## config.mk

```make
export PLATFORM = sky130hd
export DESIGN_NAME = wav_pcm_mono16_parser_unit
export DESIGN_NICKNAME = d
export VERILOG_FILES = /design/src/rtl/wpm_pkg.sv /design/src/rtl/wav_pcm_mono16_parser_unit.sv /design/src/rtl/wpm_queue.sv /design/src/rtl/wpm_front.sv /design/src/rtl/wpm_back.sv
export VERILOG_INCLUDE_DIRS = /design/src /design/src/rtl
export SDC_FILE = /design/constraint.sdc
export NUM_CORES = 1
export LEC_CHECK = 0
export BUFFER_PORTS_ARGS = -buffer_cell sky130_fd_sc_hd__buf_2
export CORE_MARGIN = 1.5
export CORE_UTILIZATION = 45
export CTS_CLUSTER_DIAMETER = 120
export CTS_CLUSTER_SIZE = 12
export DETAILED_ROUTE_END_ITERATION = 8
export PLACE_DENSITY = 0.74
export SLEW_MARGIN = 15
export SYNTH_ARGS = -nofsm -noshare
export SYNTH_HDL_FRONTEND = slang
export SYNTH_SLANG_ARGS = --single-unit
export TNS_END_PERCENT = 100
```

## constraint.sdc

```tcl
create_clock -name clk_i -period 19.7 [get_ports clk_i]
set_input_delay 4.925 -clock clk_i [delete_from_list [all_inputs] [get_ports clk_i]]
set_output_delay 4.925 -clock clk_i [all_outputs]
set_load 0.05 [all_outputs]
```

## src/rtl/wav_pcm_mono16_parser_unit_assert.svh

```systemverilog
// Assertion macros shared by the parser unit.
`ifndef WAV_PCM_MONO16_PARSER_UNIT_ASSERT_SVH
`define WAV_PCM_MONO16_PARSER_UNIT_ASSERT_SVH

// The condition must never hold at a clock edge outside reset.
`define WPM_ASSERT_NEVER(label, cond) \
  label: assert property (@(posedge clk_i) disable iff (!rst_ni) !(cond)) \
    else $error("wpm assertion failed: forbidden condition seen");

// The consequent must hold in the same cycle as the antecedent.
`define WPM_ASSERT_IMPLY(label, ante, cons) \
  label: assert property (@(posedge clk_i) disable iff (!rst_ni) (ante) |-> (cons)) \
    else $error("wpm assertion failed: implication violated");

`endif

```

## src/rtl/wpm_pkg.sv

```systemverilog
// Types and constants shared by the WAV parser modules.
package wpm_pkg;

  typedef enum logic [1:0] {
    KIND_HEADER = 2'd0,
    KIND_SAMPLE = 2'd1,
    KIND_ERROR  = 2'd2,
    KIND_END    = 2'd3
  } kind_e;

  localparam logic [3:0] ERR_RIFF      = 4'd0;
  localparam logic [3:0] ERR_WAVE      = 4'd1;
  localparam logic [3:0] ERR_FMT_TAG   = 4'd2;
  localparam logic [3:0] ERR_FMT_SIZE  = 4'd3;
  localparam logic [3:0] ERR_FORMAT    = 4'd4;
  localparam logic [3:0] ERR_CHANNELS  = 4'd5;
  localparam logic [3:0] ERR_BITS      = 4'd6;
  localparam logic [3:0] ERR_DATA_TAG  = 4'd7;
  localparam logic [3:0] ERR_TRUNCATED = 4'd8;

  localparam logic [31:0] TagRiff    = 32'h52494646;
  localparam logic [31:0] TagWave    = 32'h57415645;
  localparam logic [31:0] TagFmt     = 32'h666d7420;
  localparam logic [31:0] TagData    = 32'h64617461;
  localparam logic [31:0] FmtSizePcm = 32'h00000010;
  localparam logic [15:0] FormatPcm  = 16'h0001;
  localparam logic [15:0] MonoChans  = 16'h0001;
  localparam logic [15:0] Bits16     = 16'h0010;
  localparam logic [5:0]  HeaderLast = 6'd43;

  localparam int unsigned QueueDepth = 4;
  localparam int unsigned QueuePtrW  = $clog2(QueueDepth);

  typedef struct packed {
    logic [7:0] byte_value;
    logic       last_byte;
  } in_t;

  typedef struct packed {
    kind_e              kind;
    logic signed [15:0] sample;
    logic [3:0]         error_code;
    logic [31:0]        samp_rate;
    logic [31:0]        bytes_per_sec;
    logic [15:0]        frame_align;
    logic [31:0]        data_len;
    logic [31:0]        riff_size;
    logic [30:0]        sample_count;
  } result_t;

  typedef struct packed {
    logic        prim_valid;
    result_t     prim;
    logic        end_valid;
    logic [30:0] end_count;
  } cmd_t;

  typedef struct packed {
    logic cmd_pop;
    logic second;
  } back_stat_t;

endpackage

```

## src/rtl/wav_pcm_mono16_parser_unit.sv

```systemverilog
// Mono 16-bit PCM WAV stream parser, top level.
//
// Input channel: one byte of a WAV file per word, with last_byte set on the
// final byte. A word is taken when push is high and full is low.
// Result channel: while empty is low, the oldest result word is on
// out_word_o; it is taken when pop is high.
// A result word is registered in the command queue when its byte is taken,
// and shown from there. The parser sustains one byte per cycle while full
// is low; at most two result words come from one byte, the final byte only.
// The parser front and the result back end are parted by a four-entry
// command queue, so full rises only after the receiver has stalled long
// enough to fill it; while it is full every byte waits, even one that
// gives no result.
// Reset clears the parser to the start of a file and empties the queue.
// After every final byte the parser returns to the start of a new file.
module wav_pcm_mono16_parser_unit (
  input  logic             clk_i,
  input  logic             rst_ni,
  input  logic             push,
  input  wpm_pkg::in_t     in_word_i,
  output logic             full,
  output logic             empty,
  input  logic             pop,
  output wpm_pkg::result_t out_word_o
);
  import wpm_pkg::*;

`include "wav_pcm_mono16_parser_unit_assert.svh"

  logic       in_fire;
  logic       cmd_valid;
  cmd_t       cmd_front;
  cmd_t       cmd_head;
  logic       cmd_empty;
  logic       cmd_pop;
  back_stat_t back_stat;

  assign in_fire = push & ~full;

  wpm_front u_front (
    .clk_i       (clk_i),
    .rst_ni      (rst_ni),
    .in_fire_i   (in_fire),
    .in_word_i   (in_word_i),
    .cmd_valid_o (cmd_valid),
    .cmd_o       (cmd_front)
  );

  wpm_queue u_queue (
    .clk_i   (clk_i),
    .rst_ni  (rst_ni),
    .push_i  (cmd_valid),
    .data_i  (cmd_front),
    .full_o  (full),
    .pop_i   (cmd_pop),
    .empty_o (cmd_empty),
    .data_o  (cmd_head)
  );

  wpm_back u_back (
    .clk_i       (clk_i),
    .rst_ni      (rst_ni),
    .cmd_i       (cmd_head),
    .cmd_empty_i (cmd_empty),
    .cmd_pop_o   (cmd_pop),
    .out_word_o  (out_word_o),
    .empty_o     (empty),
    .pop_i       (pop),
    .stat_o      (back_stat)
  );

  `WPM_ASSERT_NEVER(a_pop_when_empty, back_stat.cmd_pop && cmd_empty)
  `WPM_ASSERT_IMPLY(a_second_is_end, back_stat.second && !empty, out_word_o.kind == KIND_END)
  `WPM_ASSERT_IMPLY(a_second_has_end, back_stat.second && !cmd_empty, cmd_head.end_valid)
  `WPM_ASSERT_NEVER(a_full_and_empty, full && cmd_empty)

endmodule

```

## src/rtl/wpm_queue.sv

```systemverilog
// Small command queue between the parser front and the result back end.
module wpm_queue (
  input  logic          clk_i,
  input  logic          rst_ni,
  input  logic          push_i,
  input  wpm_pkg::cmd_t data_i,
  output logic          full_o,
  input  logic          pop_i,
  output logic          empty_o,
  output wpm_pkg::cmd_t data_o
);
  import wpm_pkg::*;

  cmd_t                 mem_q [QueueDepth];
  logic [QueuePtrW-1:0] wr_ptr_q, wr_ptr_d;
  logic [QueuePtrW-1:0] rd_ptr_q, rd_ptr_d;
  logic [QueuePtrW:0]   cnt_q, cnt_d;
  logic                 do_push, do_pop;

  assign full_o  = (cnt_q == (QueuePtrW+1)'(QueueDepth));
  assign empty_o = (cnt_q == '0);
  assign do_push = push_i & ~full_o;
  assign do_pop  = pop_i & ~empty_o;
  assign data_o  = mem_q[rd_ptr_q];

  always_comb begin
    wr_ptr_d = wr_ptr_q;
    rd_ptr_d = rd_ptr_q;
    cnt_d    = cnt_q;
    if (do_push) begin
      wr_ptr_d = (wr_ptr_q == QueuePtrW'(QueueDepth - 1)) ? '0 : wr_ptr_q + 1'b1;
    end
    if (do_pop) begin
      rd_ptr_d = (rd_ptr_q == QueuePtrW'(QueueDepth - 1)) ? '0 : rd_ptr_q + 1'b1;
    end
    if (do_push && !do_pop) begin
      cnt_d = cnt_q + 1'b1;
    end else if (do_pop && !do_push) begin
      cnt_d = cnt_q - 1'b1;
    end
  end

  always_ff @(posedge clk_i or negedge rst_ni) begin
    if (!rst_ni) begin
      wr_ptr_q <= '0;
      rd_ptr_q <= '0;
      cnt_q    <= '0;
    end else begin
      wr_ptr_q <= wr_ptr_d;
      rd_ptr_q <= rd_ptr_d;
      cnt_q    <= cnt_d;
    end
  end

  always_ff @(posedge clk_i) begin
    if (do_push) begin
      mem_q[wr_ptr_q] <= data_i;
    end
  end

endmodule

```

## src/rtl/wpm_front.sv

```systemverilog
// Parser front: assembles the header, checks it and classifies data bytes.
module wpm_front (
  input  logic          clk_i,
  input  logic          rst_ni,
  input  logic          in_fire_i,
  input  wpm_pkg::in_t  in_word_i,
  output logic          cmd_valid_o,
  output wpm_pkg::cmd_t cmd_o
);
  import wpm_pkg::*;

  localparam logic [1:0] PH_HEADER = 2'd0;
  localparam logic [1:0] PH_DATA   = 2'd1;
  localparam logic [1:0] PH_SKIP   = 2'd2;

  logic [1:0]  phase_q, phase_d;
  logic [32:0] pos_q, pos_d;
  logic [30:0] count_q, count_d;
  logic [31:0] shift_q, shift_d;
  logic [31:0] riff_q, riff_d;
  logic [31:0] rate_q, rate_d;
  logic [31:0] brate_q, brate_d;
  logic [15:0] align_q, align_d;
  logic [7:0]  low_q, low_d;

  logic        big_endian;
  logic [31:0] shift_new;
  logic [15:0] hi;
  logic [5:0]  p6;
  logic [32:0] limit;
  logic        err_valid;
  logic [3:0]  err_code;
  logic [7:0]  b;
  logic        last;

  assign b     = in_word_i.byte_value;
  assign last  = in_word_i.last_byte;
  assign p6    = pos_q[5:0];
  assign limit = {1'b0, riff_q} + 33'd8;

  assign big_endian = (pos_q < 33'd4) || (pos_q >= 33'd8 && pos_q < 33'd16) ||
                      (pos_q >= 33'd36 && pos_q < 33'd40);
  assign shift_new  = big_endian ? {shift_q[23:0], b} : {b, shift_q[31:8]};
  assign hi         = shift_new[31:16];

  always_comb begin
    phase_d   = phase_q;
    pos_d     = pos_q;
    count_d   = count_q;
    shift_d   = shift_q;
    riff_d    = riff_q;
    rate_d    = rate_q;
    brate_d   = brate_q;
    align_d   = align_q;
    low_d     = low_q;
    err_valid = 1'b0;
    err_code  = ERR_RIFF;
    cmd_o     = '0;
    if (in_fire_i) begin
      unique case (phase_q)
        PH_HEADER: begin
          shift_d = shift_new;
          case (p6)
            6'd3: if (shift_new != TagRiff) begin
              err_valid = 1'b1;
              err_code  = ERR_RIFF;
            end
            6'd7: riff_d = shift_new;
            6'd11: if (shift_new != TagWave) begin
              err_valid = 1'b1;
              err_code  = ERR_WAVE;
            end
            6'd15: if (shift_new != TagFmt) begin
              err_valid = 1'b1;
              err_code  = ERR_FMT_TAG;
            end
            6'd19: if (shift_new != FmtSizePcm) begin
              err_valid = 1'b1;
              err_code  = ERR_FMT_SIZE;
            end
            6'd21: if (hi != FormatPcm) begin
              err_valid = 1'b1;
              err_code  = ERR_FORMAT;
            end
            6'd23: if (hi != MonoChans) begin
              err_valid = 1'b1;
              err_code  = ERR_CHANNELS;
            end
            6'd27: rate_d = shift_new;
            6'd31: brate_d = shift_new;
            6'd33: align_d = hi;
            6'd35: if (hi != Bits16) begin
              err_valid = 1'b1;
              err_code  = ERR_BITS;
            end
            6'd39: if (shift_new != TagData) begin
              err_valid = 1'b1;
              err_code  = ERR_DATA_TAG;
            end
            HeaderLast: begin
              cmd_o.prim_valid         = 1'b1;
              cmd_o.prim.kind          = KIND_HEADER;
              cmd_o.prim.samp_rate     = rate_q;
              cmd_o.prim.bytes_per_sec = brate_q;
              cmd_o.prim.frame_align   = align_q;
              cmd_o.prim.data_len      = shift_new;
              cmd_o.prim.riff_size     = riff_q;
              phase_d                  = PH_DATA;
            end
            default: ;
          endcase
          if (!err_valid && last && pos_q < {27'd0, HeaderLast}) begin
            err_valid = 1'b1;
            err_code  = ERR_TRUNCATED;
          end
          if (err_valid) begin
            cmd_o.prim_valid      = 1'b1;
            cmd_o.prim.kind       = KIND_ERROR;
            cmd_o.prim.error_code = err_code;
            phase_d               = PH_SKIP;
          end
        end
        PH_DATA: begin
          if (!pos_q[0]) begin
            low_d = b;
          end else if (pos_q < limit) begin
            cmd_o.prim_valid  = 1'b1;
            cmd_o.prim.kind   = KIND_SAMPLE;
            cmd_o.prim.sample = {b, low_q};
            if (count_q != '1) begin
              count_d = count_q + 1'b1;
            end
          end
        end
        PH_SKIP: ;
        default: ;
      endcase
      if (last && phase_d == PH_DATA) begin
        cmd_o.end_valid = 1'b1;
        cmd_o.end_count = count_d;
      end
      if (pos_q != '1) begin
        pos_d = pos_q + 1'b1;
      end
      if (last) begin
        phase_d = PH_HEADER;
        pos_d   = '0;
        count_d = '0;
      end
    end
  end

  assign cmd_valid_o = in_fire_i & (cmd_o.prim_valid | cmd_o.end_valid);

  always_ff @(posedge clk_i or negedge rst_ni) begin
    if (!rst_ni) begin
      phase_q <= PH_HEADER;
      pos_q   <= '0;
      count_q <= '0;
    end else begin
      phase_q <= phase_d;
      pos_q   <= pos_d;
      count_q <= count_d;
    end
  end

  always_ff @(posedge clk_i) begin
    shift_q <= shift_d;
    riff_q  <= riff_d;
    rate_q  <= rate_d;
    brate_q <= brate_d;
    align_q <= align_d;
    low_q   <= low_d;
  end

endmodule

```

## src/rtl/wpm_back.sv

```systemverilog
// Result back end: expands queued commands into one or two result words.
module wpm_back (
  input  logic                clk_i,
  input  logic                rst_ni,
  input  wpm_pkg::cmd_t       cmd_i,
  input  logic                cmd_empty_i,
  output logic                cmd_pop_o,
  output wpm_pkg::result_t    out_word_o,
  output logic                empty_o,
  input  logic                pop_i,
  output wpm_pkg::back_stat_t stat_o
);
  import wpm_pkg::*;

  logic second_q, second_d;
  logic show_end;
  logic fire;

  assign show_end = second_q | ~cmd_i.prim_valid;
  assign empty_o  = cmd_empty_i;
  assign fire     = pop_i & ~cmd_empty_i;

  always_comb begin
    out_word_o = cmd_i.prim;
    if (show_end) begin
      out_word_o              = '0;
      out_word_o.kind         = KIND_END;
      out_word_o.sample_count = cmd_i.end_count;
    end
  end

  assign cmd_pop_o = fire & (show_end | ~cmd_i.end_valid);

  always_comb begin
    second_d = second_q;
    if (fire) begin
      second_d = ~cmd_pop_o;
    end
  end

  assign stat_o.cmd_pop = cmd_pop_o;
  assign stat_o.second  = second_q;

  always_ff @(posedge clk_i or negedge rst_ni) begin
    if (!rst_ni) begin
      second_q <= 1'b0;
    end else begin
      second_q <= second_d;
    end
  end

endmodule

```

Word-level counts from Yosys, hierarchy flattened
Memories as Yosys holds them, arrays and structs flattened.
Index checks and enable logic that the tools add are counted.
{"block": "totals", "reg_bits": 226, "mem_bits_rw": 796, "inputBits": 13, "out_inout_bits": 199, "memories": 1}
{"block": "op_classes", "addsub": 7, "order_cmp": 7, "eq_ne": 27, "mux": 54, "bitwise_logic": 15, "reduce_logical": 24}
{"name": "u_queue.mem_q", "words": 4, "word_bits": 199, "read_ports": 1, "rd_ports_with_merged_regs": 0, "wr": 1, "line_no": "wpm_queue.sv:14", "source": "cmd_t mem_q [QueueDepth];"}
{"operator": "$mux 197", "n": 1}
{"operator": "$mux 167", "n": 1}
{"operator": "$mux 31", "n": 5}
{"operator": "$mux 148", "n": 1}
{"operator": "$mux 144", "n": 1}
{"operator": "$ne 32x31->1 const B", "n": 4}
{"operator": "$mux 32", "n": 3}
{"operator": "$lt 33x6->1 const B", "n": 2}
{"operator": "$mux 33", "n": 2}
{"operator": "$mux 19", "n": 2}
{"operator": "$add 32x4->33 const B", "n": 1}
{"operator": "$add 33x1->33 const B", "n": 1}
{"operator": "$ge 33x4->1 const B", "n": 1}
{"operator": "$ge 33x6->1 const B", "n": 1}
{"operator": "$lt 33x3->1 const B", "n": 1}
{"operator": "$lt 33x33->1", "n": 1}
{"operator": "$lt 33x5->1 const B", "n": 1}
{"operator": "$ne 33x33->1 const B", "n": 1}
{"operator": "$ne 32x5->1 const B", "n": 1}
{"operator": "$add 31x1->31 const B", "n": 1}
{"operator": "$ne 31x31->1 const B", "n": 1}
{"operator": "$eq 6x5->1 const B", "n": 5}
{"operator": "$pmux 4 s7", "n": 1}
{"operator": "$eq 6x6->1 const B", "n": 4}
{"operator": "other kinds (30)", "n": 91}

Logic depth before layout (Yosys ltp)
{"block": "logic_depth", "ltp_word": 30, "ltp_mapped": 24, "ltp_nobuf": 23}

Modules after synthesis
A second synthesis with hierarchy kept.
{"block": "unflattened", "cells_unflattened": 2724, "area_unflattened_um2": 48361.4}
{"mod": "wpm_queue", "instances": 1, "cells_each": 1239, "area_per_inst_um2": 33622.2, "seq_area_each_um2": 27801.7}
{"mod": "wpm_front", "instances": 1, "cells_each": 1256, "area_per_inst_um2": 12917.4, "seq_area_each_um2": 6216.0}
{"mod": "wpm_back", "instances": 1, "cells_each": 228, "area_per_inst_um2": 1808.0, "seq_area_each_um2": 25.0}
{"mod": "wav_pcm_mono16_parser_unit", "instances": 1, "cells_each": 1, "area_per_inst_um2": 13.8, "seq_area_each_um2": 0.0}

Worst setup path before layout
Ideal clock, no wire load.
{"block": "synth_path", "kind": "input port to flip-flop", "start": "input in_word_i[0] (netlist bit)", "end": "memory u_queue.mem_q[0][0] (netlist bit), enable pin", "setup_ns": 1.061, "arrival_ns": 20.693, "t_required_ns": 18.639, "path_slack_ns": -2.055, "stages": 5, "path_cell_list": "clkbuf_1 clkinv_1 a2111oi_0 o31ai_2 a21boi_0"}
{"block": "synth_between", "elab_chain_len": 17}
{"item": "start, declared", "line_no": "wav_pcm_mono16_parser_unit.sv:20", "source": "input wpm_pkg::in_t in_word_i,"}
{"item": "$logic_and 1x1->1 (2 in a row)", "line_no": "wpm_front.sv:112", "source": "if (!err_valid && last && pos_q < {27'd0, HeaderLast}) begin"}
{"item": "$mux 1", "line_no": "wpm_front.sv:112"}
{"item": "$mux 1", "line_no": "wpm_front.sv:60", "source": "unique case (phase_q)"}
{"item": "$mux 1", "line_no": "wpm_front.sv:59", "source": "if (in_fire_i) begin"}
{"item": "$mux 2", "line_no": "wpm_front.sv:116", "source": "if (err_valid) begin"}
{"item": "$mux 2", "line_no": "wpm_front.sv:60"}
{"item": "$mux 2", "line_no": "wpm_front.sv:59"}
{"item": "$eq 2x1->1", "line_no": "wpm_front.sv:138", "source": "if (last && phase_d == PH_DATA) begin"}
{"item": "$logic_and 1x1->1", "line_no": "wpm_front.sv:138"}
{"item": "$mux 32", "line_no": "wpm_front.sv:138"}
{"item": "$mux 32", "line_no": "wpm_front.sv:59"}
{"item": "$or 1x1->1 (*)", "line_no": "wpm_front.sv:153", "source": "assign cmd_valid_o = in_fire_i & (cmd_o.prim_valid | cmd_o.end_valid);"}
{"item": "$and 1x1->1 (*)", "line_no": "wpm_front.sv:153"}
{"item": "$and 1x1->1 (*)", "line_no": "wpm_queue.sv:22", "source": "assign do_push = push_i & ~full_o;"}
{"item": "$mux 1 (*)", "line_no": "wpm_queue.sv:56", "source": "if (do_push) begin"}
{"item": "$mux 1 (not written as such) (*)", "line_no": "wpm_queue.sv:57", "source": "mem_q[wr_ptr_q] <= data_i;"}
{"item": "end, declared", "line_no": "wpm_queue.sv:14"}
Every way passes the cells marked *; elsewhere a longest branch is shown, timed or not. The select of a mux whose other input is x is not followed.

==> flow_results.xml <==
<?xml version="1.0" encoding="UTF-8"?>
<metrics>
  <group name="drt">
    <metric name="detail_route.wl_per_cell" unit="um">25.15</metric>
    <metric name="finalWirelength" unit="mm">101.5</metric>
    <metric name="routed_via_density" unit="">5.807</metric>
    <metric name="drt_first_pass_iters" unit="">5</metric>
    <metric name="routed-via-count" unit="">23450</metric>
    <metric name="first_iter_violations" unit="">2719</metric>
    <metric name="drtAntennaViolNets" unit="">0</metric>
    <metric name="drc" unit="">0</metric>
  </group>
  <group name="setup_path">
    <metric name="cp_slowest_cell" unit="">sky130_fd_sc_hd__dfrtp_4</metric>
    <metric name="crit_path_cell_trace" unit="">buf_4 -&gt; buf_12 -&gt; mux4_2 -&gt; nor2b_1 -&gt; buf_2</metric>
    <metric name="path_delay_family" unit="">buffers and inverters</metric>
    <metric name="start_kind" unit="">flip-flop</metric>
    <metric name="crit_required" unit="ns">14.78</metric>
    <metric name="cp.arrival" unit="ns">4.43</metric>
    <metric name="critPathMaxStageDelay" unit="ns">0.92</metric>
    <metric name="critPathBufInv" unit="">3</metric>
    <metric name="crit_path_max_fanout" unit="">99</metric>
    <metric name="end_kind" unit="">output port</metric>
    <metric name="critPathKind" unit="">flip-flop to output port</metric>
  </group>
  <group name="logic_synthesis">
    <metric name="synth-edff-count" unit="">948</metric>
    <metric name="muxShareOfSynthArea" unit="%">11.84</metric>
    <metric name="synth_commonest_cells" unit="">sky130_fd_sc_hd__edfxtp_1, sky130_fd_sc_hd__nor2b_1, sky130_fd_sc_hd__mux4_2</metric>
    <metric name="area_fraction_in_compound_gates_after_synthesis" unit="%">2.011</metric>
    <metric name="async_flop_share" unit="%">7.241</metric>
    <metric name="yosysTopAreaCell" unit="">sky130_fd_sc_hd__edfxtp_1</metric>
    <metric name="synth-xor-area-share" unit="%">1.614</metric>
    <metric name="synthesis.yosys.warnings" unit="">0</metric>
    <metric name="synth_top_flop_cell" unit="">sky130_fd_sc_hd__edfxtp_1</metric>
    <metric name="synth_seq_area_share" unit="%">70.73</metric>
    <metric name="synth_top_family_by_area" unit="">multiplexers</metric>
    <metric name="synth.avg_cell_area" unit="um^2">16.89</metric>
    <metric name="synth.distinct_cells" unit="">74</metric>
    <metric name="syn_nets" unit="">2596</metric>
    <metric name="synthAdderAreaFrac" unit="%">1.331</metric>
    <metric name="post_synth_main_area_contributors" unit="">sky130_fd_sc_hd__edfxtp_1, sky130_fd_sc_hd__mux4_2, sky130_fd_sc_hd__dfrtp_1, sky130_fd_sc_hd__nor2b_1, sky130_fd_sc_hd__and3_1</metric>
    <metric name="postSynthCellCount" unit="">2538</metric>
    <metric name="post_synth_instance_area" unit="um^2">42870</metric>
    <metric name="post-synth-top-area-fraction" unit="%">66.41</metric>
    <metric name="synthMostInstantiatedCell" unit="">sky130_fd_sc_hd__edfxtp_1</metric>
    <metric name="synth_seq_cells" unit="">1022</metric>
    <metric name="yosys.area_share.simple" unit="%">10.95</metric>
  </group>
  <group name="die">
    <metric name="placeableCoreArea" unit="um^2">94730</metric>
    <metric name="chipHeight" unit="um">311.6</metric>
    <metric name="fp.dieW" unit="um">311.6</metric>
    <metric name="dieArea" unit="um^2">97120</metric>
    <metric name="floorplan.initialDensity" unit="%">45.25</metric>
    <metric name="std_cell_rows" unit="">113</metric>
    <metric name="top_level_ports" unit="">212</metric>
  </group>
  <group name="placement">
    <metric name="placement.io_buffers" unit="">211</metric>
    <metric name="finalWeightedCongestion" unit="">0.8937</metric>
    <metric name="dpl_cell_area" unit="um^2">45340</metric>
    <metric name="hpwl" unit="mm">61.05</metric>
    <metric name="numPlacedInstances" unit="">3895</metric>
  </group>
  <group name="cts">
    <metric name="cts_tree" unit="">done</metric>
    <metric name="cts_inserted_buffers" unit="">95</metric>
    <metric name="number_of_levels_the_h_tree_was_split_into" unit="">3</metric>
    <metric name="cts_setup_buffers" unit="">0</metric>
    <metric name="path_clk_slew" unit="ns">0.06</metric>
    <metric name="clk_path_buf_depth" unit="">3</metric>
    <metric name="clk_root_buffer_cell" unit="">sky130_fd_sc_hd__clkbuf_16</metric>
    <metric name="clk-insertion-delay-late" unit="ns">0.69</metric>
    <metric name="clock-sinks" unit="">1022</metric>
    <metric name="number_of_gates_resized_after_cts" unit="">0</metric>
    <metric name="cts_hold_repair_buffers" unit="">0</metric>
  </group>
  <group name="timing">
    <metric name="worst_pin_slew" unit="ns">1.538</metric>
    <metric name="layout_min_cycle_time" unit="ns">9.352</metric>
    <metric name="clock.fmax" unit="MHz">106.9</metric>
    <metric name="setup_viol_count_final" unit="">0</metric>
    <metric name="rsz0062_at_grt" unit="">false</metric>
    <metric name="final_period_utilization" unit="%">47.47</metric>
    <metric name="hold_ws" unit="ns">0.5058</metric>
    <metric name="worst_clock_skew" unit="ns">0.04024</metric>
    <metric name="max_slew_margin" unit="%">-2.557</metric>
    <metric name="final-max-slew-violation-count" unit="">69</metric>
    <metric name="timing_hold_violations_final" unit="">0</metric>
  </group>
  <group name="grt">
    <metric name="use_met2" unit="%">33.99</metric>
    <metric name="groute.layer.met1.usage" unit="%">28.88</metric>
    <metric name="grt_most_used_layer" unit="">met2</metric>
    <metric name="antenna_found_initial" unit="">13</metric>
    <metric name="vias_in_the_first_global_route" unit="">23560</metric>
    <metric name="grt.met3_usage" unit="%">3.088</metric>
    <metric name="total_congestion_overflow" unit="">0</metric>
    <metric name="grt_max_degree" unit="">157</metric>
    <metric name="grt_first_pass_wirelength" unit="mm">152.5</metric>
    <metric name="grtUsageTotal" unit="%">20.85</metric>
  </group>
  <group name="finish">
    <metric name="drive_above_1_share" unit="%">22.09</metric>
    <metric name="layout.cells.non_filler" unit="">4038</metric>
    <metric name="finalInstanceArea" unit="um^2">48120</metric>
    <metric name="postLayoutCoreUtil" unit="%">50.80</metric>
    <metric name="areaGrowthSynthToFinish" unit="%">12.26</metric>
    <metric name="final.fill_count" unit="">7614</metric>
    <metric name="nNetsFinal" unit="">2788</metric>
  </group>
  <group name="worst_hold_path">
    <metric name="holdCritPathClass" unit="">flip-flop to flip-flop</metric>
  </group>
  <group name="pwr">
    <metric name="leakagePower" unit="uW">0.01637</metric>
    <metric name="peakVddDrop" unit="mV">0.1118</metric>
    <metric name="p_total" unit="uW">6795</metric>
    <metric name="power_density" unit="nW/um^2">141.2</metric>
  </group>
  <group name="status">
    <metric name="outcome" unit="">finished, violations left</metric>
    <metric name="violations_in_the_final_reports" unit="">slew limit</metric>
  </group>
  <group name="run">
    <metric name="cap_violations" unit="">0</metric>
  </group>
</metrics>
## power breakdown
part	internal, uW	leakage (uW)	switching, uW	total [uW]
clock	900	0.00129	759	1660
combinational	746	0.00537	1650	2390
sequential	2600	0.00971	147	2740
total	4240	0.0164	2550	6800
## area by class of cell
class                   count  area, um^2  share of cell area [%]
well taps                1265        1583                   3.289
flip-flops and latches   1022       30330                   63.02
repair buffers            240        1409                   2.928
clock inverters             6       137.6                  0.2860
multi-input cells        1346       12010                   24.95
clock buffers             131        2555                   5.309
inverters                  25       96.34                  0.2002
diodes                      3       7.507                 0.01560
## logic make-up (layout without fill, tap and decap cells)
kind of cell | after synthesis | after routing
AND/OR/NAND/NOR | 842 | 842
flip-flops | 1022 | 1022
adder cells (fa/ha/maj) | 45 | 45
buffers and inverters | 170 | 402
XOR/XNOR | 79 | 79
AO/OA/AOI/OAI | 126 | 126
other | 0 | 3
multiplexers | 254 | 254
## sequential cells by signal, summed over array words and instances (netlist names), 8 cells and up
name,count
u_front.align_q,16
u_front.brate_q,32
u_front.count_q,31
u_front.low_q,8
u_front.pos_q,33
u_front.rate_q,32
u_front.riff_q,32
u_front.shift_q,32
u_queue.mem_q,796
## layer usage
layer  wire (um)  vias up
met4        2861        0
met5           0        -
met2       50490      919
met1       41620    12140
li1            -    10240
met3        6558      149
## per-stage QoR
| stage | TNS (ns) | worst slack, ns |
|---|---|---|
| after global routing | 0 | 10.03 |
| after detailed placement | 0 | 10.41 |
| after CTS | 0 | 10.28 |
| after global placement | 0 | 10.56 |
| final | 0 | 10.35 |
| after floorplan | -1635.74 | -2.055 |
## worst register-to-register path: cells and delay by family (launching register included)
kind	cells	cell delay [ns]
adders and majority gates	1	0.28
xor gates and xnor gates	1	0.17
DFF	1	0.48
AOI/OAI and AO/OA	4	1.07
buffers and inverters	2	0.70
and+or+nand+nor	10	2.78
## placed cells by master (no fill, tap or decap), drive strengths merged, types with 36 or more instances in the layout
| cell | netlist | routed |
|---|---|---|
| nor2 | 130 | 130 |
| nand3 | 56 | 56 |
| nand2 | 102 | 102 |
| buf | 30 | 240 |
| xor2 | 36 | 36 |
| and2 | 54 | 54 |
| xnor2 | 43 | 43 |
| and3 | 130 | 130 |
| edfxtp | 948 | 948 |
| dfrtp | 74 | 74 |
| o21ai | 38 | 38 |
| mux4 | 199 | 199 |
| clkbuf | 115 | 131 |
| nor3 | 36 | 36 |
| nor2b | 202 | 202 |
| ha | 44 | 44 |
## final timing paths
kind | from | to | slack, ns | depth (start not counted)
setup / recovery | u_queue.rd_ptr_q[0] | out_word_o[33] | 10.35 | 5
hold / removal | u_queue.cnt_q[2] | u_queue.cnt_q[2] | 0.51 | 1
setup reg to reg | u_front.riff_q[6] | u_queue.mem_q[1][99] | 13.05 | 18
max in group asynchronous | rst_ni | u_queue.rd_ptr_q[1] | 14.43 | 2
min in group asynchronous | rst_ni | u_front.count_q[14] | 4.49 | 2
hold reg to reg | u_queue.cnt_q[2] | u_queue.cnt_q[2] | 0.51 | 1
No activity file was read; power rests on OpenSTA's default activity.
